### src/rtl/icc_pkg.sv
package icc_pkg;

    // Field widths fixed by the bus and source numbering
    localparam int unsigned CMD_W  = 2;
    localparam int unsigned OFF_W  = 22;
    localparam int unsigned DATA_W = 32;
    localparam int unsigned SRC_W  = 5;
    localparam int unsigned PRIO_W = 3;
    localparam int unsigned CTX_N  = 2;

    // Transaction commands
    localparam logic [CMD_W-1:0] CMD_READ  = 2'd0;
    localparam logic [CMD_W-1:0] CMD_WRITE = 2'd1;
    localparam logic [CMD_W-1:0] CMD_LEVEL = 2'd2;

    // Register map offsets
    localparam logic [OFF_W-1:0] OFF_PEND_BASE = 22'h001000;
    localparam logic [OFF_W-1:0] OFF_ENA_BASE  = 22'h002000;
    localparam logic [OFF_W-1:0] OFF_ENA_END   = 22'h002100;
    localparam logic [OFF_W-1:0] OFF_THR0      = 22'h200000;
    localparam logic [OFF_W-1:0] OFF_CLAIM0    = 22'h200004;
    localparam logic [OFF_W-1:0] OFF_THR1      = 22'h201000;
    localparam logic [OFF_W-1:0] OFF_CLAIM1    = 22'h201004;

    typedef struct packed {
        logic [CMD_W-1:0]  cmd;
        logic [OFF_W-1:0]  reg_offset;
        logic [DATA_W-1:0] write_data;
        logic [SRC_W-1:0]  source_number;
        logic              source_level;
    } t_in;

    typedef struct packed {
        logic [DATA_W-1:0] read_data;
        logic [CTX_N-1:0]  context_lines;
    } t_out;

    // Sequencer states
    typedef enum logic [2:0] {
        S_IDLE,
        S_EXEC,
        S_ARM,
        S_CLAIM_SCAN,
        S_CLAIM_CLEAR,
        S_LINE_SCAN,
        S_DONE
    } t_state;

    // Register file controls
    typedef struct packed {
        logic wr;        // register write
        logic lvl;       // source level change
        logic clr;       // clear claimed pending bit
        logic scan_sel;  // priority read port follows the scan index
    } t_reg_ctl;

    // Scan unit controls
    typedef struct packed {
        logic start;
        logic step;
    } t_scan_ctl;

endpackage

### src/rtl/icc_regs.sv
module icc_regs
    import icc_pkg::*;
#(
    parameter int unsigned NUM_SOURCES = 32,
    parameter int unsigned SW          = 5
) (
    input  logic              i_clk,
    input  logic              i_rst_n,
    input  t_reg_ctl          i_ctl,
    input  logic [OFF_W-1:0]  i_off,
    input  logic [DATA_W-1:0] i_wdata,
    input  logic [SRC_W-1:0]  i_src,
    input  logic              i_lvl,
    input  logic [SW-1:0]     i_clr_id,
    input  logic [SW-1:0]     i_scan_idx,
    output logic [DATA_W-1:0] o_rdata,
    output logic [PRIO_W-1:0] o_prio,
    output logic [CTX_N-1:0]  o_cand,
    output logic [DATA_W-1:0] o_thr0,
    output logic [DATA_W-1:0] o_thr1
);

    logic [NUM_SOURCES-1:0] r_pend;
    logic [PRIO_W-1:0]      r_prio [NUM_SOURCES];
    logic [DATA_W-1:0]      r_ena  [CTX_N];
    logic [DATA_W-1:0]      r_thr  [CTX_N];

    logic [9:0]    slot;
    logic          slot_ok;
    logic          src_ok;
    logic [SW-1:0] reg_idx;
    logic [SW-1:0] prio_addr;
    logic          ena_hit;

    // Decode the priority slot and source range
    assign slot      = i_off[11:2];
    assign slot_ok   = (slot < 10'(NUM_SOURCES));
    assign src_ok    = (i_src != '0) && ({1'b0, i_src} < 6'(NUM_SOURCES));
    assign reg_idx   = i_off[SW+1:2];
    assign ena_hit   = (i_off >= OFF_ENA_BASE) && (i_off < OFF_ENA_END);

    // Share one priority read port between scan and register reads
    assign prio_addr = i_ctl.scan_sel ? i_scan_idx : reg_idx;
    assign o_prio    = r_prio[prio_addr];

    // Candidate bits for both contexts at the scan index
    assign o_cand[0] = r_pend[i_scan_idx] & r_ena[0][SRC_W'(i_scan_idx)];
    assign o_cand[1] = r_pend[i_scan_idx] & r_ena[1][SRC_W'(i_scan_idx)];
    assign o_thr0    = r_thr[0];
    assign o_thr1    = r_thr[1];

    // Register read mux; claim offsets are served by the sequencer
    always_comb begin
        o_rdata = '0;
        if (i_off < OFF_PEND_BASE) begin
            if (slot_ok) begin
                o_rdata = DATA_W'(o_prio);
            end
        end else if (i_off < OFF_ENA_BASE) begin
            o_rdata = DATA_W'(r_pend);
        end else if (ena_hit) begin
            // Context stride is 0x80 inside a 0x100 window
            o_rdata = r_ena[i_off[7]];
        end else if (i_off == OFF_THR0) begin
            o_rdata = r_thr[0];
        end else if (i_off == OFF_THR1) begin
            o_rdata = r_thr[1];
        end
    end

    // Update pending bits from level changes and claims
    always_ff @(posedge i_clk) begin
        if (!i_rst_n) begin
            r_pend <= '0;
        end else begin
            if (i_ctl.lvl && src_ok) begin
                r_pend[i_src[SW-1:0]] <= i_lvl;
            end
            if (i_ctl.clr && (i_clr_id != '0)) begin
                r_pend[i_clr_id] <= 1'b0;
            end
        end
    end

    // Write priority, enable and threshold registers
    always_ff @(posedge i_clk) begin
        if (!i_rst_n) begin
            for (int i = 0; i < NUM_SOURCES; i++) begin
                r_prio[i] <= '0;
            end
            for (int c = 0; c < CTX_N; c++) begin
                r_ena[c] <= '0;
                r_thr[c] <= '0;
            end
        end else if (i_ctl.wr) begin
            if (i_off < OFF_PEND_BASE) begin
                if (slot_ok) begin
                    r_prio[reg_idx] <= i_wdata[PRIO_W-1:0];
                end
            end else if (ena_hit) begin
                r_ena[i_off[7]] <= i_wdata;
            end else if (i_off == OFF_THR0) begin
                r_thr[0] <= i_wdata;
            end else if (i_off == OFF_THR1) begin
                r_thr[1] <= i_wdata;
            end
        end
    end

endmodule

### src/rtl/icc_scan.sv
module icc_scan
    import icc_pkg::*;
#(
    parameter int unsigned NUM_SOURCES = 32,
    parameter int unsigned SW          = 5
) (
    input  logic              i_clk,
    input  logic              i_rst_n,
    input  t_scan_ctl         i_ctl,
    input  logic [DATA_W-1:0] i_thr0,
    input  logic [DATA_W-1:0] i_thr1,
    input  logic [CTX_N-1:0]  i_cand,
    input  logic [PRIO_W-1:0] i_prio,
    output logic [SW-1:0]     o_idx,
    output logic              o_last,
    output logic [SW-1:0]     o_win0,
    output logic [SW-1:0]     o_win1
);

    logic [SW-1:0]     r_idx;
    logic [DATA_W-1:0] r_top0;
    logic [DATA_W-1:0] r_top1;
    logic [SW-1:0]     r_win0;
    logic [SW-1:0]     r_win1;
    logic [DATA_W-1:0] prio_ext;
    logic              take0;
    logic              take1;

    // Strictly greater keeps the lowest source number on a tie
    assign prio_ext = DATA_W'(i_prio);
    assign take0    = i_cand[0] && (prio_ext > r_top0);
    assign take1    = i_cand[1] && (prio_ext > r_top1);

    assign o_idx  = r_idx;
    assign o_last = (r_idx == SW'(NUM_SOURCES - 1));
    assign o_win0 = r_win0;
    assign o_win1 = r_win1;

    // Walk sources one per cycle, keeping the best per context
    always_ff @(posedge i_clk) begin
        if (!i_rst_n) begin
            r_idx  <= '0;
            r_win0 <= '0;
            r_win1 <= '0;
        end else if (i_ctl.start) begin
            r_idx  <= SW'(1);
            r_win0 <= '0;
            r_win1 <= '0;
        end else if (i_ctl.step) begin
            r_idx <= r_idx + SW'(1);
            if (take0) begin
                r_win0 <= r_idx;
            end
            if (take1) begin
                r_win1 <= r_idx;
            end
        end
    end

    // Running best priority, seeded with the thresholds
    always_ff @(posedge i_clk) begin
        if (i_ctl.start) begin
            r_top0 <= i_thr0;
            r_top1 <= i_thr1;
        end else if (i_ctl.step) begin
            if (take0) begin
                r_top0 <= prio_ext;
            end
            if (take1) begin
                r_top1 <= prio_ext;
            end
        end
    end

endmodule

### src/rtl/interrupt_controller_claim.sv
// Channel | Direction | Valid       | Stall       | Payload
// input   | in        | i_in_valid  | o_in_stall  | i_in  (t_in)
// output  | out       | o_out_valid | i_out_stall | o_out (t_out)
//
// A claim read needs a second pass: the first scan picks and clears the winner, the
// second refreshes the context lines. The scan unit compares one source per cycle for
// both contexts. Synchronous active-low reset clears the state, valid flag, pending bits,
// priorities, enables and thresholds; the held transaction and result are not reset.
// The result sits in an output register; a stalled output holds the sequencer in S_DONE,
// and the next transaction waits, until the register frees up.
module interrupt_controller_claim
    import icc_pkg::*;
#(
    parameter int unsigned NUM_SOURCES = 32
) (
    input  logic i_clk,
    input  logic i_rst_n,
    input  logic i_in_valid,
    output logic o_in_stall,
    input  t_in  i_in,
    output logic o_out_valid,
    input  logic i_out_stall,
    output t_out o_out
);

    localparam int unsigned SW = $clog2(NUM_SOURCES);

    t_state            r_state;
    t_state            n_state;
    t_in               r_item;
    logic [DATA_W-1:0] r_rdata;
    logic [DATA_W-1:0] n_rdata;
    t_out              r_out;
    logic              r_out_valid;
    logic              n_out_valid;

    t_reg_ctl          reg_ctl;
    t_scan_ctl         scan_ctl;
    logic [DATA_W-1:0] reg_rdata;
    logic [PRIO_W-1:0] prio;
    logic [CTX_N-1:0]  cand;
    logic [DATA_W-1:0] thr0;
    logic [DATA_W-1:0] thr1;
    logic [SW-1:0]     scan_idx;
    logic              scan_last;
    logic [SW-1:0]     win0;
    logic [SW-1:0]     win1;
    logic [SW-1:0]     claim_id;
    logic              is_claim;
    logic              out_free;

    // Decode a claim read; context is picked by the 0x1000 offset bit
    assign is_claim = (r_item.cmd == CMD_READ) &&
                      ((r_item.reg_offset == OFF_CLAIM0) ||
                       (r_item.reg_offset == OFF_CLAIM1));
    assign claim_id = r_item.reg_offset[12] ? win1 : win0;
    assign out_free = !r_out_valid || !i_out_stall;

    icc_regs #(
        .NUM_SOURCES (NUM_SOURCES),
        .SW          (SW)
    ) u_regs (
        .i_clk      (i_clk),
        .i_rst_n    (i_rst_n),
        .i_ctl      (reg_ctl),
        .i_off      (r_item.reg_offset),
        .i_wdata    (r_item.write_data),
        .i_src      (r_item.source_number),
        .i_lvl      (r_item.source_level),
        .i_clr_id   (claim_id),
        .i_scan_idx (scan_idx),
        .o_rdata    (reg_rdata),
        .o_prio     (prio),
        .o_cand     (cand),
        .o_thr0     (thr0),
        .o_thr1     (thr1)
    );

    icc_scan #(
        .NUM_SOURCES (NUM_SOURCES),
        .SW          (SW)
    ) u_scan (
        .i_clk   (i_clk),
        .i_rst_n (i_rst_n),
        .i_ctl   (scan_ctl),
        .i_thr0  (thr0),
        .i_thr1  (thr1),
        .i_cand  (cand),
        .i_prio  (prio),
        .o_idx   (scan_idx),
        .o_last  (scan_last),
        .o_win0  (win0),
        .o_win1  (win1)
    );

    // Next state
    always_comb begin
        n_state = r_state;
        unique case (r_state)
            S_IDLE: begin
                if (i_in_valid) begin
                    n_state = S_EXEC;
                end
            end
            S_EXEC:        n_state = S_ARM;
            S_ARM:         n_state = is_claim ? S_CLAIM_SCAN : S_LINE_SCAN;
            S_CLAIM_SCAN: begin
                if (scan_last) begin
                    n_state = S_CLAIM_CLEAR;
                end
            end
            S_CLAIM_CLEAR: n_state = S_LINE_SCAN;
            S_LINE_SCAN: begin
                if (scan_last) begin
                    n_state = S_DONE;
                end
            end
            S_DONE: begin
                if (out_free) begin
                    n_state = S_IDLE;
                end
            end
            default:       n_state = S_IDLE;
        endcase
    end

    // Sequencer outputs
    always_comb begin
        o_in_stall     = 1'b1;
        reg_ctl        = '0;
        scan_ctl       = '0;
        n_rdata        = r_rdata;
        reg_ctl.scan_sel = 1'b1;
        unique case (r_state)
            S_IDLE: begin
                o_in_stall = 1'b0;
            end
            S_EXEC: begin
                reg_ctl.scan_sel = 1'b0;
                reg_ctl.wr       = (r_item.cmd == CMD_WRITE);
                reg_ctl.lvl      = (r_item.cmd == CMD_LEVEL);
                n_rdata          = (r_item.cmd == CMD_READ) ? reg_rdata : '0;
            end
            S_ARM: begin
                scan_ctl.start = 1'b1;
            end
            S_CLAIM_SCAN: begin
                scan_ctl.step = 1'b1;
            end
            S_CLAIM_CLEAR: begin
                reg_ctl.clr    = 1'b1;
                scan_ctl.start = 1'b1;
                n_rdata        = DATA_W'(claim_id);
            end
            S_LINE_SCAN: begin
                scan_ctl.step = 1'b1;
            end
            S_DONE: begin
            end
            default: begin
            end
        endcase
    end

    // Output valid: set on load, drop when taken
    always_comb begin
        n_out_valid = r_out_valid;
        if (r_out_valid && !i_out_stall) begin
            n_out_valid = 1'b0;
        end
        if ((r_state == S_DONE) && out_free) begin
            n_out_valid = 1'b1;
        end
    end

    // Control registers
    always_ff @(posedge i_clk) begin
        if (!i_rst_n) begin
            r_state     <= S_IDLE;
            r_out_valid <= 1'b0;
        end else begin
            r_state     <= n_state;
            r_out_valid <= n_out_valid;
        end
    end

    // Hold the transaction, read data and result
    always_ff @(posedge i_clk) begin
        if ((r_state == S_IDLE) && i_in_valid) begin
            r_item <= i_in;
        end
        r_rdata <= n_rdata;
        if ((r_state == S_DONE) && out_free) begin
            r_out.read_data     <= r_rdata;
            r_out.context_lines <= {(win1 != '0), (win0 != '0)};
        end
    end

    assign o_out_valid = r_out_valid;
    assign o_out       = r_out;

endmodule
### config.mk
export PLATFORM = sky130hd
export DESIGN_NAME = interrupt_controller_claim
export DESIGN_NICKNAME = d
export VERILOG_FILES = /design/src/rtl/icc_pkg.sv /design/src/rtl/icc_regs.sv /design/src/rtl/icc_scan.sv /design/src/rtl/interrupt_controller_claim.sv
export SDC_FILE = /design/constraint.sdc
export NUM_CORES = 1
export LEC_CHECK = 0
export BUFFER_PORTS_ARGS = -buffer_cell sky130_fd_sc_hd__buf_2
export CAP_MARGIN = 20
export CORE_ASPECT_RATIO = 1.4
export CORE_MARGIN = 3
export CORE_UTILIZATION = 55
export CTS_BUF_LIST = sky130_fd_sc_hd__clkbuf_8
export CTS_CLUSTER_DIAMETER = 150
export DETAILED_ROUTE_END_ITERATION = 8
export GPL_TIMING_DRIVEN = 0
export PLACE_DENSITY_LB_ADDON = 0.12
export SKIP_LAST_GASP = 1
export SYNTH_ARGS = -nofsm -noshare
export SYNTH_HDL_FRONTEND = slang
export SYNTH_SLANG_ARGS = --single-unit
### constraint.sdc
create_clock -name i_clk -period 7.15 [get_ports i_clk]
set_input_delay 0.3575 -clock i_clk [delete_from_list [all_inputs] [get_ports i_clk]]
set_output_delay 0.3575 -clock i_clk [all_outputs]
set_load 0.005 [all_outputs]
==> reports/results.txt <==
pwr/cell area: 240.1 mW/mm^2
mux cell area share after synthesis: 0.09891
maximum buffer depth of the clock tree: 3
GR Overflow Total: 0
Critical Path RT: 7.48 ns
post-layout min period: 6.185 ns
H-tree Lvls: 3
DRC: 0
post-synth cell types: 76
total track usage: 0.3058
critical path, cell by cell: clkbuf_1 -> inv_2 -> nand3_1 -> o21ai_0 -> o211ai_1 -> o311ai_1 -> nor4_2 -> ha_1 -> nand3_1 -> nand3_1 -> a2111oi_0 -> buf_1 -> and3_1 -> nand2_2 -> nand2_1 -> buf_16
Die H: 237.0 um
Clock Skew: 0.02341 ns
synth top area cells: edfxtp_1 60%, dfxtp_1 5.0%, mux2_2 3.8%, nor2_1 3.6%, mux4_2 3.5%
Crit. End Element: register
internal power: 4315 uW
type of origin of the critical path: register
DIE WIDTH: 171.0 um
initial antenna violation count: 1
Worst Hold Class: input pin to register
port bufs: 101
first-pass GRT wire length: 90650 um
Setup TNS Final: 0 ns
Post-Synth Simple-Gate Area: 0.1521
routability cong.: 0.9988
unrepaired setup endpoints after global routing: no
Via density: 6.241
Logic pwr share: 0.107
status: finished clean
critical path's most frequent cell: nand3_1
CTS tree: yes
slowest stage delay, CP: 0.81 ns
largest family of logic cells by synthesized area: simple AND/OR/NAND/NOR gates
post-DP HPWL: 45080 um
Non-Filler Instances: 2393
synthesized-area fraction occupied by adder cells: 0.004776
Mapped Nets: 1702
Fillers: 2941
kind of critical path: register to register
DR vias: 14934
Final Net Count: 1951
Critical Path Slowest Stage Cell: nor4_2
Flop pwr share: 0.549
Max Clock Freq: 0.1617 GHz
clock share of power: 0.344
Syn Area/Cell: 12.87 um^2
largest vdd supply drop: 0.0001567 V
Top-Level Pins: 102
clk slew on worst S/H paths: 0.07 ns
Resized cells post-CTS: 0
clk sinks: 468
fraction of layout cells with a size suffix above 1: 0.1831
First-pass DRT Iterations: 7
hold_buf cts: 62
switching power: 1474 uW
Sw Ratio: 0.2546
largest net degree at the start of global routing: 33
cell with the most instances after synthesis: edfxtp_1
multi-input logic area: 0.006885 mm^2
sequential element share of the synthesized area: 0.6457
Post-synth top flop: edfxtp_1
Post-Synth XOR/XNOR Area: 0.001254
Compound-Gate Fraction of Synth Area: 0.06996
Yosys warning count: 0
post-synthesis cell area: 0.02096 mm^2
num rows: 84
proportion of netlist area held by the largest area contributor: 0.5960
Max FO, Critical Path: 17
Post-CTS Setup Inserts: 0
P&R area growth vs syn: 15.01%
core area: 0.03763 mm^2
largest area contributor in the netlist: edfxtp_1
Root Driver: clkbuf_8
final hold vios: 0
WL final: 61720 um
clock latency on the worst-skew pair: 0.63 ns
1st-iter DRT viols: 1767
FFs w/ async S/R, synth: 0
Tcrit/Tclk final: 0.8650
CP arrival: 6.52 ns
Relative slew margins: 0.2857
Initial Utilization: 0.5571
Lkg Pwr: 0.008642 uW
register area: 0.01353 mm^2
fin. max-slew vios: 0
DP Worst Slack: 1.098 ns
most instantiated cells after synthesis: 416 x edfxtp_1, 200 x nor2_1, 115 x nand2_1
final setup violation count: 0
# Max-Cap Violations: 0
Cells after Synth: 1628
final worst slack: 0.9652 ns
number of global-route vias before repair: 14779
Inst Count DP: 2215
die area: 0.04052 mm^2
DRT antenna net count: 0
routed len/inst: 25.79 um
Worst-Margin Slew: 1.068 ns
CTS Buf Count: 70
Post-synth EDFFs: 416
#FFs+latches synth: 468
## sequential cells by signal, summed over array words and instances (netlist names), 34 cells and up, named ones only
signal         flops
r_item            62
u_regs.r_ena      64
u_regs.r_thr      64
u_regs.r_prio     96
o_out             34
## worst paths after layout
path	depth (start not counted)	slack, ns	end	startpoint
setup / recovery	16	0.97	u_scan.r_top0[24]	u_scan.o_idx[2]
setup reg to reg	16	0.97	u_scan.r_top0[24]	u_scan.o_idx[2]
hold reg to reg	0	0.42	o_out[10]	r_rdata[8]
hold / removal	3	0.07	r_state[0]	i_in_valid
## layout make-up
cell class | instances | area share
antenna | 3 | 0.0003114
buffer | 116 | 0.02081
clock buffer | 76 | 0.04339
clock inverter | 36 | 0.006643
inverter | 19 | 0.002958
multi-input combinational | 1025 | 0.2856
sequential | 468 | 0.5614
tap | 473 | 0.02455
timing repair buffer | 177 | 0.05434
## worst max-delay path: cells and delay by family, from the launching register on
| kind | cells | cell delay [ns] |
|---|---|---|
| simple gates | 7 | 2.13 |
| buf+inv | 4 | 1.42 |
| compound gates | 4 | 1.28 |
| flops | 1 | 0.62 |
| fa+ha+maj | 1 | 0.39 |
## logic make-up after synthesis
| kind of cell | after synthesis |
|---|---|
| AND/OR/NAND/NOR | 633 |
| multiplexers | 157 |
| buffers and inverters | 135 |
| flip-flops | 468 |
| XOR/XNOR | 3 |
| adder cells (fa/ha/maj) | 8 |
| AO/OA/AOI/OAI | 224 |
## metal layers
layer	part of all wire	wire length, um	GRT usage	up-vias
met5	0	0	0	-
met4	0.071	4355	0.1913	0
met3	0.082	5069	0.05244	204
met2	0.51	31190	0.5236	869
met1	0.34	21110	0.3546	7265
li1	-	-	-	6596
## stage by stage
| step | hold WS [ns] | power, uW | area (um^2) | utilization |
|---|---|---|---|---|
| 2_1_floorplan | 0.4003 | 3573 | 20960 | - |
| 3_3_place_gp | 0.4005 | 3786 | 22060 | 0.5862 |
| 3_5_place_dp | 0.4045 | 3811 | 22260 | 0.5916 |
| 4_1_cts | 0.04727 | 5800 | 24090 | 0.6402 |
| 5_1_grt | 0.07887 | 5973 | 24100 | 0.6406 |
| 6_report | 0.07135 | 5788 | 24110 | 0.6407 |
## placed cells by master (no fill, tap or decap), drive strengths merged, types with 3 or more instances in the layout
cell type	netlist	final
nor2b	11	11
nand3b	6	6
a22oi	5	5
dfxtp	52	52
a31oi	13	13
mux2i	53	53
nor2	200	200
clkinv	0	16
a311oi	4	4
or2	4	4
o21ai	93	93
mux2	71	71
inv	19	38
a211oi	10	10
nand3	22	22
nor3b	8	8
dlygate4sd3	0	62
a21oi	32	32
nand4b	3	3
buf	30	145
diode	0	3
o22ai	3	3
nor4	17	17
o32ai	4	4
or3	4	4
nor3	44	44
clkbuf	86	162
edfxtp	416	416
nand2	116	116
and2	103	103
and3	65	65
o31ai	3	3
a2111oi	4	4
mux4	33	33
ha	8	8
a21o	3	3
nand4	6	6
nand2b	14	14
a222oi	30	30
## power by group through the flow
stage	Clock [uW]	Combinational [uW]	Sequential (uW)
after floorplan	0	362	3210
after global placement	0	547	3240
after detailed placement	0	577	3230
after CTS	2020	606	3180
after global routing	2130	658	3190
final	1990	622	3180
(Power assumes the default switching activity.)
